### src/hdl/acpis5_pkg.sv
// ----------------------------------------------------------------------------
// acpis5_pkg
// Opcodes, name characters and parse phases for the _S5_ sleep type parser.
// ----------------------------------------------------------------------------
package acpis5_pkg;

    localparam logic [7:0] NAME_OP     = 8'h08;
    localparam logic [7:0] ROOT_CHAR   = 8'h5C;
    localparam logic [7:0] PACKAGE_OP  = 8'h12;
    localparam logic [7:0] BYTE_PREFIX = 8'h0A;
    localparam logic [7:0] LEN_MASK    = 8'hC0;
    localparam logic [7:0] CHAR_UNDER  = 8'h5F;
    localparam logic [7:0] CHAR_S      = 8'h53;
    localparam logic [7:0] CHAR_5      = 8'h35;
    localparam logic [15:0] SLP_ENABLE = 16'h2000;
    localparam int HIST_DEPTH          = 6;

    typedef enum logic [2:0] {
        PH_SCAN        = 3'd0,
        PH_PKG_OP      = 3'd1,
        PH_LEAD        = 3'd2,
        PH_SKIP        = 3'd3,
        PH_ELEM_PREFIX = 3'd4,
        PH_ELEM_VALUE  = 3'd5,
        PH_DONE_FOUND  = 3'd6,
        PH_DONE_MISS   = 3'd7
    } phase_t;

    function automatic logic [15:0] control_word(input logic [7:0] t);
        control_word = {t[5:0], 10'b0} | SLP_ENABLE;
    endfunction

endpackage

### src/hdl/acpi_s5_sleep_type_extract_unit.sv
// ----------------------------------------------------------------------------
// acpi_s5_sleep_type_extract_unit
// Scans a DSDT body byte stream for the first _S5_ package and reports its
// two sleep type elements, or a miss at the last byte of the table.
// ----------------------------------------------------------------------------
//  Channel   Handshake              Payload
//  input     in_valid / in_ready    table_byte, last_byte
//  output    out_valid / out_ready  found, sleep_type_a, sleep_type_b,
//                                   control_word_a, control_word_b
//
//  One byte is taken every cycle while the input is not stalled; a request goes
//  from the input register to the result register through the phase and history update.
//  The input register holds one more request while a result waits, so the
//  input stalls only when both registers are full.
//  Reset clears the history, the phase and both valid flags.
// ----------------------------------------------------------------------------
module acpi_s5_sleep_type_extract_unit (
    input  logic        clk,
    input  logic        rst_n,
    input  logic        in_valid,
    output logic        in_ready,
    input  logic [7:0]  table_byte,
    input  logic        last_byte,
    output logic        out_valid,
    input  logic        out_ready,
    output logic        found,
    output logic [7:0]  sleep_type_a,
    output logic [7:0]  sleep_type_b,
    output logic [15:0] control_word_a,
    output logic [15:0] control_word_b
);
    import acpis5_pkg::*;

    logic       in_valid_reg;
    logic [7:0] byte_reg;
    logic       last_reg;

    logic [7:0] hist_reg [HIST_DEPTH];
    phase_t     phase_reg, phase_next;
    logic [2:0] skip_reg, skip_next;
    logic [7:0] cap_a_reg, cap_a_next;

    logic       out_valid_reg;
    logic       found_reg;
    logic [7:0] type_a_reg;
    logic [7:0] type_b_reg;

    logic       advance;
    logic       emit_found;
    logic       emit_miss;
    logic       prefix_ok;
    logic       name_hit;

    assign advance  = in_valid_reg && (!out_valid_reg || out_ready);
    assign in_ready = !in_valid_reg || advance;

    assign name_hit = (hist_reg[3] == CHAR_UNDER) && (hist_reg[4] == CHAR_S) &&
                      (hist_reg[5] == CHAR_5) && (byte_reg == CHAR_UNDER);
    assign prefix_ok = (hist_reg[2] == NAME_OP) ||
                       ((hist_reg[1] == NAME_OP) && (hist_reg[2] == ROOT_CHAR));

    always_comb
    begin
        phase_next = phase_reg;
        skip_next  = skip_reg;
        cap_a_next = cap_a_reg;
        emit_found = 1'b0;
        case (phase_reg)
            PH_SCAN:
            begin
                if (name_hit)
                begin
                    phase_next = prefix_ok ? PH_PKG_OP : PH_DONE_MISS;
                end
            end
            PH_PKG_OP:
            begin
                phase_next = (byte_reg == PACKAGE_OP) ? PH_LEAD : PH_DONE_MISS;
            end
            PH_LEAD:
            begin
                skip_next  = {1'b0, byte_reg[7:6] & LEN_MASK[7:6]} + 3'd1;
                phase_next = PH_SKIP;
            end
            PH_SKIP:
            begin
                skip_next = skip_reg - 3'd1;
                if (skip_next == 3'd0)
                begin
                    phase_next = PH_ELEM_PREFIX;
                end
            end
            PH_ELEM_PREFIX, PH_ELEM_VALUE:
            begin
                if (phase_reg == PH_ELEM_PREFIX && byte_reg == BYTE_PREFIX)
                begin
                    phase_next = PH_ELEM_VALUE;
                end
                else if (skip_reg == 3'd0)
                begin
                    cap_a_next = byte_reg;
                    skip_next  = 3'd1;
                    phase_next = PH_ELEM_PREFIX;
                end
                else
                begin
                    emit_found = 1'b1;
                    skip_next  = 3'd0;
                    phase_next = PH_DONE_FOUND;
                end
            end
            default:
            begin
                phase_next = phase_reg;
            end
        endcase
    end

    assign emit_miss = last_reg && !emit_found && (phase_next != PH_DONE_FOUND);

    always_ff @(posedge clk or negedge rst_n)
    begin
        if (!rst_n)
        begin
            in_valid_reg <= 1'b0;
        end
        else if (in_ready)
        begin
            in_valid_reg <= in_valid;
        end
    end

    always_ff @(posedge clk)
    begin
        if (in_ready && in_valid)
        begin
            byte_reg <= table_byte;
            last_reg <= last_byte;
        end
    end

    always_ff @(posedge clk or negedge rst_n)
    begin
        if (!rst_n)
        begin
            for (int i = 0; i < HIST_DEPTH; i++)
            begin
                hist_reg[i] <= 8'h00;
            end
            phase_reg <= PH_SCAN;
            skip_reg  <= 3'd0;
            cap_a_reg <= 8'h00;
        end
        else if (advance)
        begin
            if (last_reg)
            begin
                for (int i = 0; i < HIST_DEPTH; i++)
                begin
                    hist_reg[i] <= 8'h00;
                end
                phase_reg <= PH_SCAN;
                skip_reg  <= 3'd0;
                cap_a_reg <= 8'h00;
            end
            else
            begin
                for (int i = 0; i < HIST_DEPTH - 1; i++)
                begin
                    hist_reg[i] <= hist_reg[i + 1];
                end
                hist_reg[HIST_DEPTH - 1] <= byte_reg;
                phase_reg <= phase_next;
                skip_reg  <= skip_next;
                cap_a_reg <= cap_a_next;
            end
        end
    end

    always_ff @(posedge clk or negedge rst_n)
    begin
        if (!rst_n)
        begin
            out_valid_reg <= 1'b0;
        end
        else if (advance)
        begin
            out_valid_reg <= emit_found || emit_miss;
        end
        else if (out_ready)
        begin
            out_valid_reg <= 1'b0;
        end
    end

    always_ff @(posedge clk)
    begin
        if (advance && (emit_found || emit_miss))
        begin
            found_reg  <= emit_found;
            type_a_reg <= emit_found ? cap_a_reg : 8'h00;
            type_b_reg <= emit_found ? byte_reg : 8'h00;
        end
    end

    assign out_valid      = out_valid_reg;
    assign found          = found_reg;
    assign sleep_type_a   = type_a_reg;
    assign sleep_type_b   = type_b_reg;
    assign control_word_a = found_reg ? control_word(type_a_reg) : 16'h0000;
    assign control_word_b = found_reg ? control_word(type_b_reg) : 16'h0000;

    a_miss_zero : assert property (@(posedge clk) disable iff (!rst_n)
        out_valid_reg && !found_reg |-> type_a_reg == 8'h00 && type_b_reg == 8'h00)
        else $error("miss result carries nonzero sleep types");

    a_last_rearm : assert property (@(posedge clk) disable iff (!rst_n)
        advance && last_reg |=> phase_reg == PH_SCAN && hist_reg[5] == 8'h00)
        else $error("last byte did not rearm the parser");

    a_stall_cause : assert property (@(posedge clk) disable iff (!rst_n)
        !in_ready |-> in_valid_reg && out_valid_reg && !out_ready)
        else $error("input stalled without a waiting result");

    a_skip_nonzero : assert property (@(posedge clk) disable iff (!rst_n)
        phase_reg == PH_SKIP |-> skip_reg != 3'd0)
        else $error("skip phase with empty skip count");

    a_last_result : assert property (@(posedge clk) disable iff (!rst_n)
        advance && last_reg && phase_reg != PH_DONE_FOUND |=> out_valid_reg)
        else $error("table ended without a result");

endmodule

### config.mk
export PLATFORM = sky130hd
export DESIGN_NAME = acpi_s5_sleep_type_extract_unit
export DESIGN_NICKNAME = d
export VERILOG_FILES = /design/src/hdl/acpis5_pkg.sv /design/src/hdl/acpi_s5_sleep_type_extract_unit.sv
export SDC_FILE = /design/constraint.sdc
export NUM_CORES = 1
export LEC_CHECK = 0
export BUFFER_PORTS_ARGS = -buffer_cell sky130_fd_sc_hd__buf_2
export CORE_UTILIZATION = 30
export CTS_BUF_LIST = sky130_fd_sc_hd__clkbuf_8
export DETAILED_ROUTE_END_ITERATION = 8
export PLACE_DENSITY = 0.47
export SLEW_MARGIN = 20
export SYNTH_ARGS = -nofsm -noshare
export SYNTH_HDL_FRONTEND = slang
export SYNTH_SLANG_ARGS = --single-unit
export TNS_END_PERCENT = 10
### constraint.sdc
create_clock -name clk -period 6.4 [get_ports clk]
set_clock_uncertainty 0.1 [all_clocks]
set_input_delay 0.96 -clock clk [delete_from_list [all_inputs] [get_ports clk]]
set_output_delay 0.96 -clock clk [all_outputs]
set_load 0.02 [all_outputs]
; Word-level counts from Yosys, hierarchy flattened
; Index checks and enable logic that the tools add are counted.
[classes]
shift = 0
n_addsub = 2
multipliers = 0
reduce_logical = 27
bitwise_logic = 0
eq_ne = 17
magnitude_cmp = 0
n_mux = 24
div_mod_pow = 0
[op_table]
columns = cell, count
row1 = two-way mux 40 bit, 1
row2 = == test 8 x 7 -> 1 bit (second input constant), 4
row3 = two-way mux 16 bit, 2
row4 = two-way mux 8 bit, 4
row5 = == test 8 x 4 -> 1 bit (second input constant), 3
row6 = two-way mux 3 bit, 7
row7 = case mux 3 bit (5 select lines), 1
row8 = logical AND 1 bit, 10
row9 = zero test 3 bit, 3
row10 = case mux 3 bit (3 select lines), 1
row11 = == test 8 x 5 -> 1 bit (second input constant), 1
row12 = == test 8 x 6 -> 1 bit (second input constant), 1
row13 = == test 3 x 2 -> 1 bit (second input constant), 2
row14 = == test 3 bit (second input constant), 2
row15 = two-way mux 1 bit, 6
row16 = != test 3 bit (second input constant), 2
row17 = nonzero test 2 bit, 3
row18 = logical OR 1 bit, 4
row19 = two-way mux 2 bit, 2
row20 = AND reduction 4 bit, 1
row21 = nonzero test 4 bit, 1
row22 = adder 2 x 1 -> 3 bit (second input constant), 1
row23 = == test 3 x 1 -> 1 bit (second input constant), 1
row24 = zero test 1 bit, 3
row25 = 4 further kinds, 4
[word_totals]
input_bits = 13
ramBits = 0
latchBits = 0
mem_count = 0
regBits = 82
word_cells = 85
romBits = 0
out_inout_bits = 51

; Longest topological paths before layout
; Gate-level depths: netlist (run 1).
[logic_depth]
ltp_word = 10
ltp_mapped = 8

; Worst setup path before layout (run 1)
; No wires, ideal clock.
[synth_path]
path_type = input port to flip-flop
start = input out_ready
end = register found_reg (netlist: found), enable pin
n_path_buf = 1
path_slack_ns = 3.703
stages = 4
arrival_time_ns = 2.207
cell_sequence = nand2b_1 > nand2_1 > clkbuf_1 > nor2_1
[synth_via]
elab_chain_len = 3
[synth_lines]
columns = element, line
row1 = from (decl), acpi_s5_sleep_type_extract_unit.sv:25  ; input logic out_ready,
row2 = logical OR 1 bit, acpi_s5_sleep_type_extract_unit.sv:54  ; assign advance = in_valid_reg && (!out_valid_reg || out_ready);
row3 = logical AND 1 bit, acpi_s5_sleep_type_extract_unit.sv:54
row4 = logical AND 1 bit, acpi_s5_sleep_type_extract_unit.sv:198  ; if (advance && (emit_found || emit_miss))
row5 = to (signal assigned), acpi_s5_sleep_type_extract_unit.sv:200  ; found_reg <= emit_found;
row6 = to (decl), acpi_s5_sleep_type_extract_unit.sv:44  ; logic found_reg;
; Every way passes these cells.
; A chain may end at the register's enable or synchronous reset.

; Worst setup path in the final report (run 1)
[layout_path]
start = input out_ready
end = output in_ready
[layout_via]
elab_chain_len = 3
[layout_lines]
columns = element, line
row1 = logical OR 1 bit, acpi_s5_sleep_type_extract_unit.sv:54
row2 = logical AND 1 bit, acpi_s5_sleep_type_extract_unit.sv:54
row3 = logical OR 1 bit, acpi_s5_sleep_type_extract_unit.sv:55  ; assign in_ready = !in_valid_reg || advance;
row4 = to (decl), acpi_s5_sleep_type_extract_unit.sv:21  ; output logic in_ready,
; Every way passes these cells.

==> impl_metrics.ini, run 1 <==
[status]
status = complete, no violations

[cts]
ctsHoldBuffers = 0
cts_buffers = 9
cts.sinks = 82
cts-resized-gates = 0
tritoncts = built
clk_pin_slew_ns = 0.08
clockBufferDepth = 2
postCtsSetupRepairBufs = 0
cts_root_buf = clkbuf_8
h-tree-depth = 3
clk_latency_ns = 0.37

[synthesis]
syn_area_per_cell_um2 = 10.4
ys_warn_count = 0
synth_top_area_cell = dfrtp_1
synth.area.top_cells = dfrtp_1 36%, edfxtp_1 20%, nand2_1 7.4%
syn_inst = 376
synth.top_cell.area_share_pct = 35.7
yosysUniqueCellTypes = 45
ys.flop_type = dfrtp_1
postSynth.asyncResetShare_pct = 68.3
synth-seq-cells = 82
synth.yosys.seq_area_share_pct = 55.6
mappedNetlistArea_um2 = 3920
synth-edff-count = 26

[placement]
portBuffers = 43
postPlaceCellArea_um2 = 4220
pre_cts_ws_ns = 3.66
hpwl_um = 5440
gp_congestion = 0.769
dp.cells = 573

[critical_path]
critPathMaxFanout = 4
path_class = in -> out
cpMostUsedCell = buf_2
worst_ep_arrival_time_ns = 1.68
slowest_delay_ns = 0.30
timing.rr.start = byte_reg[6]
crit_chain = buf_2 -> nand2b_1 -> or2_2 -> buf_2
critPathRequiredTime_ns = 5.34
crit_path_start = out_ready
startpoint_type = input pin
cp-end-kind = output port
crit_slowest_cell = or2_2

[sta]
hold_violations = 0
fmax_mhz = 365
fin_crit_sh_pct = 42.8
worst_pin_slew_ns = 0.736
period_needed_ns = 2.74
timing.final.ws_setup_ns = 3.66
drv_slew = 0
slew_headroom_pct = 51.0
rsz0062_at_grt = false
finalSetupViolations = 0
fin_setup_tns_ns = 0

[die]
fp.coreArea_um2 = 12700
start_util_pct = 30.9
die_x_um = 116
fp-row-count = 41
io_pins = 64
die_h_um = 116
die_area_um2 = 13500

[global_routing]
grt_usage_pct = 13.6
antenna_found_initial = 0
grt_pass1_wl_um = 13900
grt_pass1_vias = 2718
grt_max_degree = 57
grt_overflow_total = 0

[finish]
mostFrequentLayoutCell = nand2_1
drive_gt1_share_pct = 17.5
diodes = 0
area_delta_synth_final_pct = 12.0
nets = 431
fin_cells = 589
fillerInstances = 1332
fin_area_um2 = 4390
final_cell_mix = 77 x nand2_1, 56 x dfrtp_1, 43 x buf_2
largest_register_ff_count = 40

[power]
leakagePower_uw = 0.00201
p_per_area_nw_per_um2 = 325
ir_drop_mv = 0.171
total_power_uw = 1430

[hold_path]
min_from = hist_reg[34]
hp-class = reg -> reg

[routing]
via_per_inst = 4.59
totalWireLength_um = 8200
drc_errors = 0
vias = 2706
routedWlPerCell_um = 13.9
drt_iter0_drc = 183
ant_nets = 0
drtPass1Iterations = 4

[run]
drv_cap = 0
power breakdown:
group | switching (uW) | internal (uW) | total (uW)
combinational | 236 | 132 | 367
clock | 208 | 144 | 352
sequential | 77.9 | 631 | 709
total | 521 | 907 | 1430
cells in the mapped netlist (all sizes together), types with 2 or more instances:
library cell	number
a311oi	2
o21ai	12
nor2	9
nor3	5
ha	6
a21oi	10
edfxtp	26
clkbuf	18
o31ai	4
nor4	10
a22oi	2
nand4	3
dfrtp	56
or2b	2
nand3	5
nor4bb	3
nand3b	33
nand2b	8
mux2	3
inv	14
buf	24
and2	19
mux2i	7
a41oi	2
nand2	78
worst paths after layout:
path	depth (start not counted)	slack, ns	endpoint
worst max-delay path	4	3.66	in_ready
worst min-delay path	2	0.38	hist_reg[34]
worst max register to register	7	3.87	sleep_type_a[2]
worst min register to register	2	0.38	hist_reg[34]
max in group asynchronous	2	5.08	skip_reg[1]
min in group asynchronous	2	0.63	hist_reg[35]
through the flow:
stage               utilization [%]  hold WS (ns)
floorplan                         -         0.330
global placement               33.3         0.356
detailed placement             33.3         0.357
CTS                            34.6         0.377
global route                   34.6         0.404
finish                         34.6         0.377
cell families (layout without fill, tap and decap cells):
kind of cell	Yosys count	in the layout	synth area share, %
compound gates	37	37	5.87
fa+ha+maj	6	6	1.91
buf+inv	56	78	7.59
flops	82	82	55.6
mux	10	10	2.65
other cells	1	20	0.0956
simple gates	184	184	26.2
critical path, delay by kind of cell:
kind / cells / cell delay (ns)
buffers and inverters: 2 / 0.26
AND/OR/NAND/NOR: 2 / 0.46
layer usage:
| metal | up-vias | global-route usage [%] | wire (um) |
|---|---|---|---|
| li1 | 1321 | - | - |
| met1 | 1310 | 18.8 | 4070 |
| met2 | 64 | 20.6 | 3710 |
| met3 | 11 | 1.87 | 247 |
| met4 | 0 | 7.18 | 173 |
| met5 | - | 0 | 0 |
cell type report:
cell class | instances | area, um2 | area share (%)
Clock buffer | 9 | 124 | 2.82
Clock inverter | 7 | 51.3 | 1.17
Inverter | 14 | 52.6 | 1.20
Multi-Input combinational cell | 257 | 1510 | 34.5
Sequential cell | 82 | 2180 | 49.7
Tap cell | 172 | 215 | 4.90
Timing Repair Buffer | 48 | 253 | 5.76
No activity file was read; power rests on OpenSTA's default activity.
==> run 2: changes to the inputs <==
- clock period: 6.4 -> 2.7 ns (I/O delays scaled with it)
==> impl_metrics.ini, run 2 (synthesis gave the netlist of run 1 again) <==
[cts]
cts.sinks = 82
clk_pin_slew_ns = 0.09
ctsHoldBuffers = 0
cts_root_buf = clkbuf_8
tritoncts = built
clockBufferDepth = 2
postCtsSetupRepairBufs = 0
clk_latency_ns = 0.37
cts-resized-gates = 0
h-tree-depth = 3
cts_buffers = 9

[critical_path]
reg2reg_to = skip_reg[0]
critPathRequiredTime_ns = 2.85
r2r_slack_ns = 0.49
cp-endpoint = skip_reg[0]
slowest_delay_ns = 0.61
critPathMaxFanout = 14
worst-r2r-cell-count = 5
cp-end-kind = flop
crit_slowest_cell = dfrtp_1
startpoint_type = flop
cp.depth = 5
crit_chain = nand2b_1 -> a41oi_1 -> nor3_1 -> nor2_1 -> mux2_2
crit_path_start = phase_reg[2]
path_class = reg -> reg
worst_ep_arrival_time_ns = 2.36
critPathBufInv = 0
cp_top_family = simple AND/OR/NAND/NOR gates
timing.rr.start = phase_reg[2]

[sta]
worst_pin_slew_ns = 0.759
drv_slew = 0
hold_violations = 0
fin_setup_tns_ns = 0
slew_headroom_pct = 49.4
finalSetupViolations = 0
fmax_mhz = 452
fin_crit_sh_pct = 81.9
rsz0062_at_grt = false
period_needed_ns = 2.21

[routing]
totalWireLength_um = 8510
vias = 2701
drtPass1Iterations = 4
via_per_inst = 4.55
drc_errors = 0
routedWlPerCell_um = 14.3
ant_nets = 0
drt_iter0_drc = 135

[finish]
area_delta_synth_final_pct = 13.0
nets = 435
fin_util_pct = 35.0
diodes = 0
drive_gt1_share_pct = 18.5
largest_register_ff_count = 40
mostFrequentLayoutCell = nand2_1
fin_cells = 593
final_cell_mix = 77 x nand2_1, 56 x dfrtp_1, 43 x buf_2

[global_routing]
grt_max_degree = 44
antenna_found_initial = 0
grt_pass1_vias = 2587
grt_overflow_total = 0
grt_usage_pct = 13.6
grt_pass1_wl_um = 13800

[die]
io_pins = 64
fp.coreArea_um2 = 12700
start_util_pct = 30.9
die_area_um2 = 13500
die_h_um = 116
fp-row-count = 41
die_x_um = 116

[placement]
dp.cells = 577
hpwl_um = 5930
gp_congestion = 0.821
portBuffers = 43

[power]
ir_drop_mv = 0.244
total_power_uw = 3390
p_per_area_nw_per_um2 = 765
leakagePower_uw = 0.00203

[status]
status = complete, no violations

[run]
drv_cap = 0

[hold_path]
hp-class = in -> async
[run 2: power breakdown]
part | total, uW | internal, uW | switching (uW)
clock | 812 | 339 | 473
combinational | 887 | 327 | 561
sequential | 1690 | 1500 | 196
total | 3390 | 2160 | 1230
[run 2: final cells by class]
cell class                 instances  area, um2
clock inverter                     7       50.0
tap                              172        215
sequential                        82       2180
clock buffer                       9        124
multi-input combinational        257       1510
fill                            1291       8240
inverter                          14       52.6
timing repair buffer              52        295
[run 2: worst reg2reg max path: stages (launching register included)]
cell      delay [ns]
dfrtp_1         0.61
nand2b_1        0.36
a41oi_1         0.33
nor3_1          0.09
nor2_1          0.25
mux2_2          0.37
[run 2: how the worst min path moves through the flow]
stage | startpoint | end | cells after the start | slack (ns)
final | rst_n | hist_reg[34] | 1 | 0.005
after global routing | rst_n | hist_reg[35] | 1 | 0.07
after CTS | rst_n | cap_a_reg[5] | 1 | 0.02
after detailed placement | hist_reg[35] | hist_reg[35] | 2 | 0.35
after global placement | hist_reg[32] | hist_reg[32] | 2 | 0.35
after floorplan | rst_n | cap_a_reg[0] | 0 | 0.009
[run 2: per-stage QoR]
stage	worst slack, ns	cell area, um2	hold WS, ns
6_report	0.488	4430	0.00494
5_1_grt	0.310	4430	0.0659
4_1_cts	0.474	4430	0.0241
3_5_place_dp	0.484	4260	0.350
3_3_place_gp	0.535	4260	0.347
2_1_floorplan	0.125	3990	0.00941
[run 2: per-layer routing]
metal | share of wire (%) | track usage (%)
met5 | 0 | 0
met3 | 3.3 | 2.85
met2 | 45 | 21.0
met1 | 50 | 18.4
met4 | 1.7 | 5.73
==> run 3: changes to the inputs <==
- PLACE_DENSITY: 0.47 -> 0.48
- clock period: 2.7 -> 2 ns (I/O delays scaled with it)
==> impl_metrics.ini, run 3 (synthesis gave the netlist of run 1 again) <==
[critical_path]
crit_path_start = byte_reg[7]
critPathMaxFanout = 2
reg2reg_to = phase_reg[0]
timing.rr.start = byte_reg[7]
path_class = reg -> reg
worst-r2r-cell-count = 7
worst_ep_arrival_time_ns = 2.13
startpoint_type = flop
cp-end-kind = flop
critPathRequiredTime_ns = 2.20
r2r_slack_ns = 0.07

[placement]
portBuffers = 43
hpwl_um = 6030
postPlaceCellArea_um2 = 4410
gp_congestion = 0.782
dp.cells = 590

[sta]
slew_headroom_pct = 64.7
finalSetupViolations = 0
fin_setup_tns_ns = 0
hold_violations = 0
rsz0062_at_grt = true
fmax_mhz = 519
fin_crit_sh_pct = 96.3
drv_slew = 0
period_needed_ns = 1.93
worst_pin_slew_ns = 0.522

[cts]
cts_buffers = 9
h-tree-depth = 3
clockBufferDepth = 2
clk_pin_slew_ns = 0.08
cts_root_buf = clkbuf_8
cts.sinks = 82
tritoncts = built
clk_latency_ns = 0.37

[routing]
drtPass1Iterations = 4
routedWlPerCell_um = 14.3
totalWireLength_um = 8780
ant_nets = 0
drt_iter0_drc = 180
via_per_inst = 4.62
drc_errors = 0
vias = 2846

[hold_path]
hp-class = in -> reg
min_to = in_valid_reg
min_from = in_valid
holdPathStages = 2

[finish]
drive_gt1_share_pct = 21.8
diodes = 0
nets = 458
mostFrequentLayoutCell = nand2_1
area_delta_synth_final_pct = 20.9
final_cell_mix = 77 x nand2_1, 56 x dfrtp_1, 43 x buf_2
fin_area_um2 = 4740
fin_cells = 616
largest_register_ff_count = 40

[die]
die_area_um2 = 13500
die_x_um = 116
io_pins = 64
fp-row-count = 41
die_h_um = 116
fp.coreArea_um2 = 12700
start_util_pct = 30.9

[global_routing]
grt_pass1_wl_um = 14200
grt_pass1_vias = 2715
grt_overflow_total = 0
antenna_found_initial = 0
grt_usage_pct = 14.2
grt_max_degree = 57

[power]
p_per_area_nw_per_um2 = 1040
total_power_uw = 4950
leakagePower_uw = 0.00219
ir_drop_mv = 0.676

[status]
status = complete, no violations

[run]
drv_cap = 0
run 3: per-layer routing:
layer	GRT usage, %	part of all wire [%]
met2	21.2	45
met5	0	0
met1	19.4	48
met3	2.65	4.1
met4	8.03	2.8
run 3: worst max-delay path by stage:
stage	cells past startpoint	endpoint	slack, ns
after floorplan	6	found	-0.03
after global placement	7	phase_reg[1]	-0.009
after detailed placement	7	phase_reg[1]	-0.05
after CTS	7	phase_reg[1]	0.05
after global routing	7	phase_reg[1]	-0.04
final	7	phase_reg[0]	0.07
run 3: power breakdown:
group	total [uW]	switching [uW]	leakage [uW]	internal [uW]
registers	2190	172	0.00100	2020
logic	1470	914	0.00108	555
clock network	1290	602	0.000108	691
run 3: stage by stage:
step / setup WS (ns) / utilization [%] / hold slack, ns
2_1_floorplan: -0.0315 / - / -0.0956
3_3_place_gp: -0.00851 / 34.8 / 0.228
3_5_place_dp: -0.0461 / 34.8 / 0.231
4_1_cts: 0.0511 / 37.2 / 0.0000162
5_1_grt: -0.0395 / 37.4 / 0.0182
6_report: 0.0735 / 37.4 / 0.0230
run 3: worst max-delay path: stages (launching register included):
cell and delay [ns]:
edfxtp_1 0.41, inv_2 0.07, ha_1 0.14, nand4_1 0.11
or4_4 0.51, nor4_4 0.18, a41oi_1 0.17, a21oi_1 0.18
run 3: area by class of cell:
class / instances / area (um2)
sequential: 82 / 2180
timing repair buffer: 75 / 518
tap: 172 / 215
inverter: 14 / 52.6
clock buffer: 9 / 124
multi-input combinational: 257 / 1560
clock inverter: 7 / 87.6
fill: 1289 / 7930
run 3: what timing repair did:
item,4_1_cts,5_1_grt
pin swaps,1,1
gates resized for setup,0,4
endpoints found under the setup margin,3,3
buffers inserted,0,0
hold buffers,9,1
hold endpoints to repair,64,1
